==> src/csd_pkg.sv <==
// Shared types and constants for the complex spectrum divider.
package csd_pkg;

   localparam int DataWidth = 32;
   localparam int FracBits  = 16;
   localparam int MagWidth  = 64;
   localparam int RemWidth  = MagWidth + FracBits;
   localparam int CmpWidth  = MagWidth + DataWidth;
   localparam int QuoBits   = DataWidth;
   localparam int IdxWidth  = $clog2(QuoBits);

   localparam logic [DataWidth-1:0] PosLimit = {1'b0, {(DataWidth-1){1'b1}}};
   localparam logic [DataWidth-1:0] NegLimit = {1'b1, {(DataWidth-1){1'b0}}};

   typedef struct packed {
      logic [RemWidth-1:0]  rem;
      logic [MagWidth-1:0]  dvs;
      logic [QuoBits-1:0]   quo;
      logic                 neg;
      logic                 ovf;
   } lane_type;

   typedef struct packed {
      logic     vld;
      lane_type re;
      lane_type im;
      logic     real_only;
      logic     zero_den;
      logic     mag_zero;
   } div_type;

endpackage

==> src/csd_back.sv <==
// Back end: sign, saturation and the result register.
module csd_back (
   input  logic                               clock,
   input  logic                               reset,
   input  logic                               en,
   input  csd_pkg::div_type                   in,
   output logic                               rsp_valid,
   output logic signed [csd_pkg::DataWidth-1:0] c_real,
   output logic signed [csd_pkg::DataWidth-1:0] c_imag,
   output logic                               saturated
);

   logic                          vld_ff;
   logic [csd_pkg::DataWidth-1:0] cre_ff, cim_ff, cre_in, cim_in;
   logic                          sat_ff, sat_in, sre, sim;

   function automatic logic [csd_pkg::DataWidth:0] finish(csd_pkg::lane_type l);
      logic                          s;
      logic [csd_pkg::DataWidth-1:0] v;
      if (l.neg) begin
         s = l.ovf || (l.quo[csd_pkg::QuoBits-1] && (l.quo[csd_pkg::QuoBits-2:0] != '0));
         v = s ? csd_pkg::NegLimit : csd_pkg::DataWidth'(-l.quo);
      end else begin
         s = l.ovf || l.quo[csd_pkg::QuoBits-1];
         v = s ? csd_pkg::PosLimit : l.quo;
      end
      return {s, v};
   endfunction

   always_comb begin
      {sre, cre_in} = finish(in.re);
      {sim, cim_in} = finish(in.im);
      if (in.real_only) begin
         cim_in = '0;
         if (in.zero_den) begin
            sat_in = 1'b1;
            cre_in = in.mag_zero ? '0 : (in.re.neg ? csd_pkg::NegLimit : csd_pkg::PosLimit);
         end else begin
            sat_in = sre;
         end
      end else begin
         sat_in = sre | sim;
      end
   end

   always_ff @(posedge clock) begin
      if (reset) begin
         vld_ff <= 1'b0;
      end else if (en) begin
         vld_ff <= in.vld;
      end
   end

   always_ff @(posedge clock) begin
      if (en) begin
         cre_ff <= cre_in;
         cim_ff <= cim_in;
         sat_ff <= sat_in;
      end
   end

   assign rsp_valid = vld_ff;
   assign c_real    = cre_ff;
   assign c_imag    = cim_ff;
   assign saturated = sat_ff;

endmodule

==> config.mk <==
export PLATFORM = sky130hd
export DESIGN_NAME = csd_back
export DESIGN_NICKNAME = d
export VERILOG_FILES = /design/src/csd_pkg.sv /design/src/csd_back.sv
export SDC_FILE = /design/constraint.sdc
export NUM_CORES = 1
export LEC_CHECK = 0
export BUFFER_PORTS_ARGS = -buffer_cell sky130_fd_sc_hd__buf_2
export CAP_MARGIN = 15
export CELL_PAD_IN_SITES_DETAIL_PLACEMENT = 1
export CELL_PAD_IN_SITES_GLOBAL_PLACEMENT = 1
export CORE_AREA = 2 2 165 167
export DETAILED_ROUTE_END_ITERATION = 6
export DIE_AREA = 0 0 167 169
export GPL_TIMING_DRIVEN = 1
export PLACE_DENSITY_LB_ADDON = 0.08
export SLEW_MARGIN = 20
export SYNTH_ARGS = -nofsm -noshare
export SYNTH_HDL_FRONTEND = slang
export SYNTH_SLANG_ARGS = --single-unit
export TNS_END_PERCENT = 30
==> constraint.sdc <==
create_clock -name clock -period 2.26 [get_ports clock]
set_input_delay 0.452 -clock clock [delete_from_list [all_inputs] [get_ports clock]]
set_output_delay 0.452 -clock clock [all_outputs]
set_load 0.01 [all_outputs]
After elaboration in Yosys (flattened, before gate mapping)
Index checks and enable logic that the tools add are counted. Widths: inputs -> output; s select.

Register bits: 66. Bits of input ports: 363. Output and inout port bits: 66. Logic and storage cells: 29.

$add $sub $neg: 2. Multiplexer cells: 14. Bitwise gates (word level): 1. Reduce and logical (&&, ||, !) cells: 8.

Operators with widths (count): $mux 32 (10); $neg 32->32 (2); $reduce_bool 31->1 (2); $logic_or 1x1->1 (4); $mux 1 (4); $logic_and 1x1->1 (2); $or 1x1->1 (1).

Longest topological paths before layout
Depth in word-level cells: 7. Depth in mapped cells: 10. Depth with buffers taken out: 8.

Least setup slack after synthesis
Ideal clock, no wire load.

Kind: input -> register. Start: input in[183] (netlist bit). End: register cre_ff, in the netlist c_real[30], data pin. Library setup time: 265 ps. Arrival: 2196 ps. Required time: 1995 ps. Setup slack: -201 ps. Cell stages on the path: 9. Path buffers: 1. Cell sequence: inv_1 ha_1 or4b_1 buf_2 nor3_4 nand3_1 o31a_1 a211oi_1 o21ai_1.

Word-level cells in the longest chain between the ends: 7. Elaborated cells between the ends (all ways): 8. Classes of those cells: 1 x add/sub; 4 x mux; 3 x reduce/logical.

Ends and longest elaborated chain: start, declared (RTL line csd_back.sv:6) `input csd_pkg::div_type in,`; parallel branches: the longest is 3 deep, another holds $neg 32->32; $mux 32 * (RTL line csd_back.sv:22) `v = s ? csd_pkg::NegLimit : csd_pkg::DataWidth'(-l.quo);`; $mux 32 * (RTL line csd_back.sv:20) `if (l.neg) begin`; $mux 32 (RTL line csd_back.sv:35) `if (in.zero_den) begin`; $mux 32 * (RTL line csd_back.sv:33) `if (in.real_only) begin`; net cre_in (one bit) (RTL line csd_back.sv:14) `logic [csd_pkg::DataWidth-1:0] cre_ff, cim_ff, cre_in, cim_in;`; end signal, assigned (RTL line csd_back.sv:56) `cre_ff <= cre_in;`; end, declared (RTL line csd_back.sv:14).

Mark *: on every way through the listed nets, which the timed path passes. A chain may end at the register's enable or synchronous reset.

Worst setup path after layout
Start: input in[211] (netlist bit). End: register cre_ff, in the netlist c_real[9], data pin.

Word-level cells in the longest chain between the ends: 7.

Ends and longest elaborated chain: $reduce_bool 31->1 * (RTL line csd_back.sv:21) `s = l.ovf || (l.quo[csd_pkg::QuoBits-1] && (l.quo[csd_pkg::QuoBits-2:0] != '0));`; $logic_and 1x1->1 * (RTL line csd_back.sv:21); $logic_or 1x1->1 * (RTL line csd_back.sv:21); $mux 32 * (RTL line csd_back.sv:22); $mux 32 * (RTL line csd_back.sv:20); $mux 32 (RTL line csd_back.sv:35); $mux 32 * (RTL line csd_back.sv:33); net cre_in (one bit) (RTL line csd_back.sv:14).

The timed path passes the listed nets; every way through them passes the cells marked *.

==> metrics.txt <==
result of the run=complete, but fails checks; violated checks=setup timing; Routed WL=21,100 um; antenna violations before repair=3; number of design-rule violations left by the first detailed-router iteration=176; x dimension of the die=167 um; Initial Util=0.171; total clock buffers created by CTS=9; overall overflow remaining after global route=0; leading cell type in the layout, fill and taps excluded=buf_4; worst-case setup margin in the final layout=-0.0256 ns; number of max-slew violations in the final report=0; die outline area=28,200 um^2; clock transition time at the flip-flop clock pins of the worst setup and hold paths=0.06 ns; synth unique cells=65; sequential fraction of the synthesis area=0.435; total global routing track utilization=0.149; post-route ant nets=0; Finished Layout Cells=1,140; highest metal used=met4; area fraction of the dominant cell type after synthesis=0.431; longest individual stage delay on the worst path=0.54 ns; worst hold path class=input port to register; H-tree Lvls=3; cell taking the most area after synthesis=edfxtp_1; RSZ-0062 raised after global routing=true; wire length on met3=930 um; buffer and inverter count on the worst path=2; remaining routing DRC violations=0; predominant post-synthesis flop cell=edfxtp_1; detail-routed via count per cell=4.58; clock tree from TritonCTS=done; total leakage power=3.00 nW; Clk Latency, worst-skew pair=0.34 ns; required time of the critical path=2.39 ns; synthesized flop and latch total=66; cell total after placement=1,112; mean cell area of the mapped netlist=8.92 um^2; max-slew headroom at the worst pin=0.255; maximum achievable frequency=0.438 GHz; gp weighted congestion=0.759; Placeable Area=26,500 um^2; actual transition at the worst max-transition pin=1.11 ns; worst min-delay path startpoint=reset; routed length per placed instance=18.6 um; vias in the first global route=5,604; launching point of the worst reg2reg path=rsp_valid; number of filler cells placed in the layout=3,106; num ports=429; clock tree skew after final layout=0 ns; CP Max Fanout=4; pin count of the biggest net entering global routing=45; IO Port Bufs=140; CP Class=input port to register; Startpoint Class=input port; CP top delay family=simple AND/OR/NAND/NOR gates; Synth warnings=0; net count of the mapped netlist=873; Final nets=1,157; total length of routed met2 wires=11,000 um; Hold Violations, Final=0; row count=60; chip height=169 um; count of TritonRoute iterations in the first routing pass=4; hpwl dp=16,600 um; DRT met1 WL=8860 um; vias=5,218; largest cells by area after synthesis=edfxtp_1 (43%), nor2_1 (5.5%), a21oi_1 (4.9%); sort of element at the end of the critical path=register; count of final setup violators=3; post-synthesis cell count=508; commonest non-fill, non-tap cells in the layout=buf_4 (156), buf_2 (137), edfxtp_1 (65); Sinks on Clock Net=66; total standard cell area after synthesis=4530 um^2; post-route clock period utilization=1.01; worst slack, placed=-0.584 ns; slowest cell on the critical path=or4_4; cell-by-cell trace of the critical path=buf_2 -> or4_4 -> and4b_2 -> buf_4 -> a31o_1 -> nand2_4 -> or3_1 -> o311ai_1; Setup crit start=in[211]; data arrival time of the critical path=2.41 ns; ratio of cells with drive above 1 in the final layout=0.498; shortest clock period the worst path allows after layout=2.29 ns; fraction of registers with async set or reset after synthesis=0; Worst VDD drop=0.251 mV; count of flip-flops with a built-in enable after synthesis=65; root buffer selected by CTS=clkbuf_16; max-cap check violation count=0; Clock Path Buffers=2; growth of design area from synthesis to finish=65.2%; wire length of the first global-routing pass=32,500 um; total power divided by cell area=520 nW/um^2
## cells in the mapped netlist (6+ instances only)
cell / n
a211oi_1: 7
a21oi_1: 44
a311oi_1: 12
a31oi_1: 18
buf_2: 6
clkbuf_1: 20
edfxtp_1: 65
inv_1: 6
nand2_1: 45
nand3_1: 13
nand4_1: 6
nor2_1: 66
nor3_1: 33
nor4_1: 10
o21ai_0: 34
o22ai_1: 6
or2_2: 6
or3_1: 16
## final timing paths
path	slack, ns	depth (start not counted)	to
worst min-delay path	0.26	2	rsp_valid
worst max register to register	1.67	2	rsp_valid
worst max-delay path	-0.03	8	c_real[9]
worst min register to register	0.51	2	rsp_valid
## registers in the layout, indices dropped and copies added (netlist names)
register	flops
c_imag	32
rsp_valid	1
saturated	1
c_real	32
## metrics by stage
| step | cell area (um^2) | utilization | total power (W) | hold slack (ns) | TNS, ns |
|---|---|---|---|---|---|
| floorplan | 4640 | - | 0.00189 | 0.524 | -1.83 |
| global placement | 6760 | 0.255 | 0.00242 | 0.482 | -18.75 |
| detailed placement | 6760 | 0.255 | 0.00243 | 0.506 | -19.74 |
| CTS | 7210 | 0.272 | 0.00395 | 0.243 | -0.242 |
| global route | 7480 | 0.282 | 0.00411 | 0.258 | -0.782 |
| finish | 7480 | 0.282 | 0.00389 | 0.262 | -0.0669 |
## layout make-up
| class | instances | area (um^2) | area share |
|---|---|---|---|
| clock inverter | 7 | 70.1 | 0.00936 |
| multi-input combinational | 405 | 2750 | 0.367 |
| clock buffer | 9 | 225 | 0.0301 |
| sequential | 66 | 1970 | 0.264 |
| tap | 341 | 427 | 0.0570 |
| inverter | 8 | 67.6 | 0.00903 |
| timing repair buffer | 302 | 1970 | 0.263 |
| antenna | 2 | 5.00 | 0.000669 |
## worst reg2reg max path, cell delays in order (launching register included)
cell and delay, ns:
dfxtp_1 0.31, mux2i_1 0.13, nor2_1 0.05
## logic make-up after synthesis
logic type | synth area share
AO/OA/AOI/OAI | 0.228
XOR/XNOR | 0.0116
adder cells (fa/ha/maj) | 0.00552
buffers and inverters | 0.0356
flip-flops | 0.435
multiplexers | 0.00442
AND/OR/NAND/NOR | 0.279
## per-layer routing
metal,GRT usage,vias up
li1,-,2553
met1,0.176,2515
met2,0.270,126
met3,0.0341,24
met4,0.0446,0
met5,0,-
## timing repair
item                       CTS  global route
gates cloned                 0             0
setup endpoints to repair   19            42
hold buffers                 0             0
gates resized for setup     23            54
pin swaps                    8            22
setup buffers                6             5
## power breakdown
group          internal [W]  switching, W  leakage [nW]  total [W]
Combinational      0.000401      0.000533          2.22   0.000934
Sequential          0.00148     0.0000288         0.639    0.00151
Clock              0.000851      0.000598         0.135    0.00145
No activity file was read; power rests on OpenSTA's default activity.
