===== src/csd_pkg.sv =====
// Shared types and constants for the complex spectrum divider.
package csd_pkg;

   localparam int DataWidth = 32;
   localparam int FracBits  = 16;
   localparam int MagWidth  = 64;
   localparam int RemWidth  = MagWidth + FracBits;
   localparam int CmpWidth  = MagWidth + DataWidth;
   localparam int QuoBits   = DataWidth;
   localparam int IdxWidth  = $clog2(QuoBits);

   localparam logic [DataWidth-1:0] PosLimit = {1'b0, {(DataWidth-1){1'b1}}};
   localparam logic [DataWidth-1:0] NegLimit = {1'b1, {(DataWidth-1){1'b0}}};

   typedef struct packed {
      logic [RemWidth-1:0]  rem;
      logic [MagWidth-1:0]  dvs;
      logic [QuoBits-1:0]   quo;
      logic                 neg;
      logic                 ovf;
   } lane_type;

   typedef struct packed {
      logic     vld;
      lane_type re;
      lane_type im;
      logic     real_only;
      logic     zero_den;
      logic     mag_zero;
   } div_type;

endpackage


===== src/csd_div_stage.sv =====
// One restoring division step that settles one quotient bit per lane.
module csd_div_stage (
   input  logic                              clock,
   input  logic                              reset,
   input  logic                              en,
   input  logic [csd_pkg::IdxWidth-1:0]      bit_idx,
   input  csd_pkg::div_type                  in,
   output csd_pkg::div_type                  out
);

   csd_pkg::div_type stage_ff, stage_in;

   function automatic csd_pkg::lane_type step(csd_pkg::lane_type l,
                                              logic [csd_pkg::IdxWidth-1:0] idx);
      logic [csd_pkg::CmpWidth-1:0] rem_w;
      logic [csd_pkg::CmpWidth-1:0] sub_w;
      csd_pkg::lane_type            r;
      rem_w = csd_pkg::CmpWidth'(l.rem);
      sub_w = csd_pkg::CmpWidth'(l.dvs) << idx;
      r = l;
      if (rem_w >= sub_w) begin
         r.rem      = csd_pkg::RemWidth'(rem_w - sub_w);
         r.quo[idx] = 1'b1;
      end
      return r;
   endfunction

   always_comb begin
      stage_in    = in;
      stage_in.re = step(in.re, bit_idx);
      stage_in.im = step(in.im, bit_idx);
   end

   always_ff @(posedge clock) begin
      if (reset) begin
         stage_ff.vld <= 1'b0;
      end else if (en) begin
         stage_ff <= stage_in;
      end
   end

   assign out = stage_ff;

endmodule


===== config.mk =====
export PLATFORM = sky130hd
export DESIGN_NAME = csd_div_stage
export DESIGN_NICKNAME = d
export VERILOG_FILES = /design/src/csd_pkg.sv /design/src/csd_div_stage.sv
export SDC_FILE = /design/constraint.sdc
export NUM_CORES = 1
export LEC_CHECK = 0
export BUFFER_PORTS_ARGS = -buffer_cell sky130_fd_sc_hd__buf_2
export CAP_MARGIN = 30
export CORE_AREA = 2 2 283 285
export DETAILED_ROUTE_END_ITERATION = 8
export DIE_AREA = 0 0 285 287
export SETUP_SLACK_MARGIN = 0.2
export SLEW_MARGIN = 20
export SYNTH_ARGS = -nofsm -noshare
export SYNTH_HDL_FRONTEND = slang
export SYNTH_SLANG_ARGS = --single-unit

===== constraint.sdc =====
create_clock -name clock -period 24 [get_ports clock]
set_input_delay 2.4 -clock clock [delete_from_list [all_inputs] [get_ports clock]]
set_output_delay 2.4 -clock clock [all_outputs]
set_load 0.05 [all_outputs]

* Word level (Yosys, flattened, before mapping)
Index checks and enable logic that the tools add are counted.
** Operators by class
- Bitwise operators :: 3
- Reductions and logical operators :: 2
- Mux-type cells :: 6
- Order comparisons :: 4
- Shift-type cells :: 2
- Add/sub/neg operators :: 2
** Operators with widths (number)
- 80-bit by 96-bit >= comparator with 1-bit output :: 2
- 64-bit by 5-bit << shifter with 96-bit output :: 2
- 80-bit 2-to-1 mux :: 2
- 80-bit subtractor :: 2
- 32-bit 2-to-1 mux :: 2
- 32-bit bitwise OR :: 2
- 5-bit by 6-bit < comparator with 1-bit output, second input constant :: 1
- 1-bit demux with 5-bit select :: 1
- 5-bit by 1-bit >= comparator with 1-bit output, second input constant :: 1
- 2-bit AND reduction :: 1
- 1-bit logical AND :: 1
- 1-bit 2-to-1 mux :: 1
- 1-bit NOT :: 1
** Word-level totals
- Bits in registers :: 360
- Output and inout port bits :: 360
- Logic and storage cells :: 33
- Input port bits :: 368

* Longest topological paths before layout
Gate-level depths: netlist of run 1.
- Depth in word-level cells :: 6
- Depth in mapped cells :: 29
- Mapped depth without buffers :: 20

* Worst setup path after synthesis of run 1
No wires, ideal clock.
- Path type :: input -> register
- From :: input reset
- To :: register stage_ff (netlist bit out[0]), enable pin
- Arrival :: 18.256 ns
- Data required time :: 22.864 ns
- Stages on the path :: 1
- Path buffers :: 0
- Setup slack :: 4.608 ns
- Path through :: nor2b_1
** Between the ends
- Word-level cells in the longest chain between the ends :: 2
** Ends and longest elaborated chain
- start, declared :: RTL line csd_div_stage.sv:4 : input logic reset,
- 1-bit NOT (no line)
- 2-bit AND reduction (no line)
- end signal, assigned :: RTL line csd_div_stage.sv:38 : stage_ff <= stage_in;
- end, declared :: RTL line csd_div_stage.sv:11 : csd_pkg::div_type stage_ff, stage_in;
Every way passes these cells.
A chain may end at the register's enable or synchronous reset.

==> results_dict.tcl, run 1 <==
set metrics [dict create \
    status "finished clean" \
    clock_skew_ns 0 \
    rsz0062_at_grt "false" \
    numCtsBuffers 42 \
    fin_nets 4578 \
    synth-warning-count 0 \
    io_buffers 727 \
    h-tree-depth 2 \
    gr-total-overflow 0 \
    synthFlopType "edfxtp_1" \
    cts_max_path_buffers 3 \
    start_kind "primary input" \
    avgSynthCellArea_um2 8.87 \
    core_mm2 0.0786 \
    synth_edf_count 359 \
    stdcell_count 5130 \
    slew_violations 0 \
    powerDensity_mw_per_mm2 68.6 \
    synthMuxAreaShare_pct 11.9 \
    slew_headroom_pct 31.9 \
    hold_end "out[359]" \
    cts_tree "yes" \
    ys_types 78 \
    maxCapViolCount 0 \
    clk_latency_ns 0.56 \
    r2r-start "out[359]" \
    hp-class "reg -> reg" \
    syn_inst 3451 \
    reg2reg_depth 2 \
    cpMostUsedCell "buf_4" \
    num-fill-cells 7833 \
    ir_worst_vdd_uv 60.3 \
    ant_nets 0 \
    firstDrtPassIters 6 \
    fin_crit_sh_pct 40.7 \
    crit_family "buffers and inverters" \
    die-width_um 285 \
    p_leak_nw 15.3 \
    dpl.hpwl_um 108000 \
    synthAdderAreaFrac_pct 6.76 \
    syn-num-nets 3983 \
    synth-compound-area-share_pct 21.6 \
    finalSetupViolCount 0 \
    hold_depth 2 \
    fp-row-count 103 \
    cts_resized 0 \
    yosys.area_share.simple_pct 16.8 \
    setup_tns_ns 0 \
    endpoint_kind "flop" \
    grt_start_max_net_pins 160 \
    largest_reg_flops 360 \
    clkTransAtPathRegs_ns 0.06 \
    required_ns 24.32 \
    rr_endpoint "out[359]" \
    min_from "out[359]" \
    wl_um 133000 \
    netlist_area_mm2 0.0306 \
    hold_buffers 0 \
    drt_iter0_markers 3140 \
    drive_gt1_share_pct 24.5 \
    area_delta_synth_final_pct 18.6 \
    crit_chain "buf_4, clkinv_2, buf_4, nand2_1, nor2_2, inv_1, o22a_1, ha_1, and3_1, and2_1, and3_1, a221oi_1, nand3_1, a21oi_1, o21a_1, or2_4, buf_4, buf_4, nor2_1, a31o_2" \
    ys_seq_area_share_pct 35.3 \
    fmax_ghz 0.102 \
    ios 728 \
    dieArea_mm2 0.0818 \
    slowest_stage "a221oi_1" \
    cts_num_sinks 360 \
    fin_crit_ns 9.78 \
    arrival_ns 10.10 \
    avgRoutedWirePerCell_um 25.9 \
    crit_type "in -> reg" \
    gr-usage-all-layers_pct 30.9 \
    antenna_found_initial 27 \
    cp_num_buf_inv 6 \
    cp_slowest_stage_delay_ns 0.83 \
    hold_viol_final 0 \
    ys_seq_elements 360 \
    fp.dieH_um 287 \
    root_buffer "clkbuf_16" \
    grt_pass1_wl_um 188000 \
    reg2reg_slack_ns 23.40 \
    synth_top_family_by_area "compound AO/OA/AOI/OAI gates" \
    gp_congestion 0.991 \
    cts_setup_buffers 0 \
    vias_per_cell 5.90 \
    synthXorXnorAreaFrac_pct 3.92 \
    tightestPinTransition_ns 1.02 \
    synth-async-reset-ratio_pct 0 \
    vias 30300 \
    crit_fanout 88 \
    grt_pass1_vias 28200 \
    dp_cells 5051 \
    route.detailed.drc 0 \
    start_util_pct 38.9 \
]
## logic make-up after synthesis
kind of cell    count (synthesis)
buf+inv                       281
compound gates               1074
flops                         360
fa+ha+maj                     164
mux                           239
simple gates                 1196
xor+xnor                      137
## worst max-delay path by stage
stage / startpoint / endpoint / slack [ns] / depth (start not counted)
2_1_floorplan: reset / out[0] / 4.61 / 1
3_3_place_gp: bit_idx[3] / out[190] / 14.05 / 20
3_5_place_dp: bit_idx[3] / out[190] / 13.84 / 20
4_1_cts: bit_idx[3] / out[190] / 14.45 / 20
5_1_grt: bit_idx[3] / out[190] / 13.82 / 20
6_report: bit_idx[3] / out[190] / 14.22 / 20
## tightest hold or removal path: stages, from the launching register on
cell	delay, ns
dfxtp_1	0.33
mux2i_1	0.07
nor2_1	0.07
## metrics by stage
| step | util [%] | area, um^2 | power (mW) | setup WS [ns] | hold slack [ns] |
|---|---|---|---|---|---|
| 2_1_floorplan | - | 30600 | 1.57 | 4.61 | 0.733 |
| 4_1_cts | 46.1 | 36200 | 2.49 | 14.45 | 0.525 |
| 3_3_place_gp | 44.5 | 35000 | 1.89 | 14.05 | 0.502 |
| 6_report | 46.2 | 36300 | 2.49 | 14.22 | 0.515 |
| 5_1_grt | 46.1 | 36300 | 2.61 | 13.82 | 0.593 |
| 3_5_place_dp | 44.5 | 35000 | 1.88 | 13.84 | 0.503 |
## layout make-up
| cell class | count | area (um^2) | share of cell area, % |
|---|---|---|---|
| diodes | 8 | 20.0 | 0.0552 |
| inverters | 76 | 292 | 0.803 |
| clock inverters | 18 | 123 | 0.338 |
| flip-flops and latches | 360 | 10800 | 29.8 |
| multi-input cells | 2810 | 18700 | 51.6 |
| repair buffers | 756 | 3920 | 10.8 |
| well taps | 1050 | 1310 | 3.62 |
| clock buffers | 52 | 1110 | 3.06 |
## synthesized netlist by cell type, types with 7 or more instances
library cell	count	area share [%]
and3_1	25	0.51
nand4_1	61	1.2
xnor2_1	78	2.2
nor3_1	33	0.54
a211oi_1	31	0.76
nor2b_1	33	0.67
inv_1	74	0.91
and2_1	20	0.41
o22ai_1	9	0.18
or3_1	9	0.18
a31oi_1	26	0.53
a221o_1	12	0.39
buf_2	14	0.23
o31ai_1	16	0.39
nand3_1	33	0.54
mux2i_1	93	3.0
clkbuf_1	134	1.6
o21bai_1	71	1.7
o211ai_1	8	0.20
a31o_2	10	0.29
o22a_1	12	0.34
ha_1	162	6.6
nor2_1	334	4.1
a21oi_1	277	4.5
a21o_1	115	2.8
a221oi_1	8	0.23
edfxtp_1	359	35
mux4_2	94	6.9
o21a_1	23	0.56
xor2_1	59	1.7
nor4_1	9	0.18
a21boi_0	12	0.29
mux2_2	51	1.9
a2bb2oi_1	7	0.20
buf_1	51	0.63
o21ai_0	367	6.0
nand2_1	585	7.2
nand2b_1	24	0.49
## cells in the final DEF (no fill, tap or decap), types with 16 or more instances in the layout
| cell type | n |
|---|---|
| and2_1 | 20 |
| nand2b_1 | 24 |
| nor2_1 | 330 |
| nor2b_1 | 32 |
| buf_2 | 722 |
| buf_4 | 29 |
| xnor2_1 | 78 |
| a21oi_1 | 276 |
| a211oi_1 | 31 |
| ha_1 | 162 |
| clkbuf_16 | 43 |
| a21o_1 | 115 |
| xor2_1 | 59 |
| nand3_1 | 33 |
| edfxtp_1 | 359 |
| o21ai_0 | 367 |
| a31oi_1 | 26 |
| o21bai_1 | 71 |
| mux2i_1 | 93 |
| and3_1 | 25 |
| nand2_1 | 585 |
| mux4_2 | 94 |
| o21a_1 | 23 |
| mux2_2 | 51 |
| inv_1 | 72 |
| nor3_1 | 32 |
| o31ai_1 | 16 |
| nand4_1 | 61 |
## metal layers
layer  part of all wire [%]  global-route usage (%)  vias up  wire length [um]
met3                    8.2                    5.72      256             10800
met5                  0.071                       0        -                94
met4                    4.5                    12.8       14              5970
li1                       -                       -    14000                 -
met2                     47                    50.8     1602             61900
met1                     41                    39.9    14400             54000
## report_power, final
part | switching, mW | internal (mW)
clock | 0.264 | 0.337
sequential | 0.0159 | 0.763
combinational | 0.764 | 0.346
total | 1.04 | 1.45
Power figures use the tool's default switching activity.
==> run 2, diff against run 1 <==
Clock period 24 ns to 9.82 ns, I/O delays scaled along.
==> results_dict.tcl, run 2 (synthesis gave the netlist of run 1 again) <==
set metrics [dict create \
    dpl.hpwl_um 107000 \
    clk_latency_ns 0.58 \
    finalSetupViolCount 0 \
    fmax_ghz 0.129 \
    ant_nets 0 \
    antenna_found_initial 16 \
    clock_skew_ns 0 \
    final_util_pct 46.6 \
    reg2reg_depth 2 \
    hold_depth 2 \
    dieArea_mm2 0.0818 \
    cts_max_path_buffers 3 \
    start_util_pct 38.9 \
    status "finished clean" \
    firstDrtPassIters 6 \
    endpoint_kind "flop" \
    fp.dieH_um 287 \
    hold_viol_final 0 \
    wl_um 132000 \
    layout_common_cells "buf_2 (722), nand2_1 (585), o21ai_0 (367)" \
    hold_end "out[359]" \
    grt_pass1_wl_um 188000 \
    arrival_ns 8.09 \
    root_buffer "clkbuf_16" \
    final_area_mm2 0.0366 \
    numCtsBuffers 41 \
    fin_nets 4581 \
    grt_start_max_net_pins 156 \
    io_buffers 727 \
    p_int_mw 3.78 \
    h-tree-depth 2 \
    gr-usage-all-layers_pct 30.7 \
    die-width_um 285 \
    rsz0062_at_grt "false" \
    fp-row-count 103 \
    start_kind "primary input" \
    crit_fanout 54 \
    ios 728 \
    powerDensity_mw_per_mm2 174 \
    maxCapViolCount 0 \
    swShare_pct 40.6 \
    vias 30300 \
    clkTransAtPathRegs_ns 0.06 \
    fin_crit_sh_pct 79.1 \
    route.detailed.drc 0 \
    hold_buffers 0 \
    rr_endpoint "out[359]" \
    setup_tns_ns 0 \
    hp-class "reg -> reg" \
    post_dp_cell_area_mm2 0.0351 \
    grt_pass1_vias 28300 \
    p_total_mw 6.37 \
    p_leak_nw 15.5 \
    core_mm2 0.0786 \
    power_frac_comb_pct 42.7 \
    ir_worst_vdd_uv 159 \
    avgRoutedWirePerCell_um 25.7 \
    r2r-start "out[359]" \
    required_ns 10.14 \
    slew_violations 0 \
    largest_reg_flops 360 \
    p_seq_share_pct 29.9 \
    p_clk_share_pct 27.4 \
    cts_setup_buffers 0 \
    fin_crit_ns 7.77 \
    power_switching_mw 2.59 \
    reg2reg_slack_ns 9.22 \
    gp_congestion 0.983 \
    cts_tree "yes" \
    final_common_cell "buf_2" \
    drive_gt1_share_pct 24.7 \
    drt_iter0_markers 3468 \
    gr-total-overflow 0 \
    slew_headroom_pct 36.6 \
    cts_resized 0 \
    tightestPinTransition_ns 0.951 \
    area_delta_synth_final_pct 19.7 \
    crit_type "in -> reg" \
    min_from "out[359]" \
    vias_per_cell 5.90 \
    cts_num_sinks 360 \
]
==> run 2: routing by layer <==
layer | vias to the layer above | global-route usage, % | part of all wire (%)
li1 | 14000 | - | -
met1 | 14400 | 39.3 | 40
met2 | 1674 | 50.6 | 47
met3 | 230 | 6.96 | 9.3
met4 | 10 | 11.9 | 4.3
met5 | - | 0 | 0.051
==> run 2: layout make-up <==
| cell class | count | area [um^2] |
|---|---|---|
| Fill cell | 7717 | 42000 |
| Clock inverter | 27 | 444 |
| Clock buffer | 48 | 1050 |
| Antenna cell | 6 | 15.0 |
| Inverter | 76 | 292 |
| Sequential cell | 360 | 10800 |
| Tap cell | 1050 | 1310 |
| Timing Repair Buffer | 760 | 4000 |
| Multi-Input combinational cell | 2810 | 18700 |
==> run 2: worst max path at each step <==
stage	startpoint	end	slack, ns
2_1_floorplan	bit_idx[0]	out[178]	3.03
3_3_place_gp	bit_idx[0]	out[206]	1.76
3_5_place_dp	bit_idx[0]	out[190]	1.81
4_1_cts	bit_idx[0]	out[206]	2.43
5_1_grt	bit_idx[3]	out[178]	1.91
6_report	bit_idx[3]	out[178]	2.05
==> run 2: power groups by stage <==
stage	Combinational, mW	Sequential (mW)	Clock (mW)
final	2.72	1.90	1.74
after global routing	2.91	1.91	1.82
after CTS	2.68	1.91	1.77
after detailed placement	2.67	1.94	0
after global placement	2.67	1.94	0
after floorplan	1.43	2.38	0
==> run 2: worst max-delay path, stage by stage <==
cell      delay [ns]
buf_4           0.46
clkinv_2        0.78
nor2_1          0.80
nand2_1         0.61
o22a_1          0.42
ha_1            0.40
nand2_1         0.09
nor2_1          0.19
and2_1          0.20
and4_1          0.45
nand4_1         0.30
nor3_1          0.59
o31a_1          0.29
a21o_1          0.73
mux2_2          0.41
or3_1           0.30
==> run 2: per-stage QoR <==
stage,cells,setup slack (ns),hold WS (ns)
6_report,5137,2.05,0.515
5_1_grt,5133,1.91,0.545
4_1_cts,5130,2.43,0.518
3_5_place_dp,5055,1.81,0.494
3_3_place_gp,5052,1.76,0.482
2_1_floorplan,3451,3.03,0.733
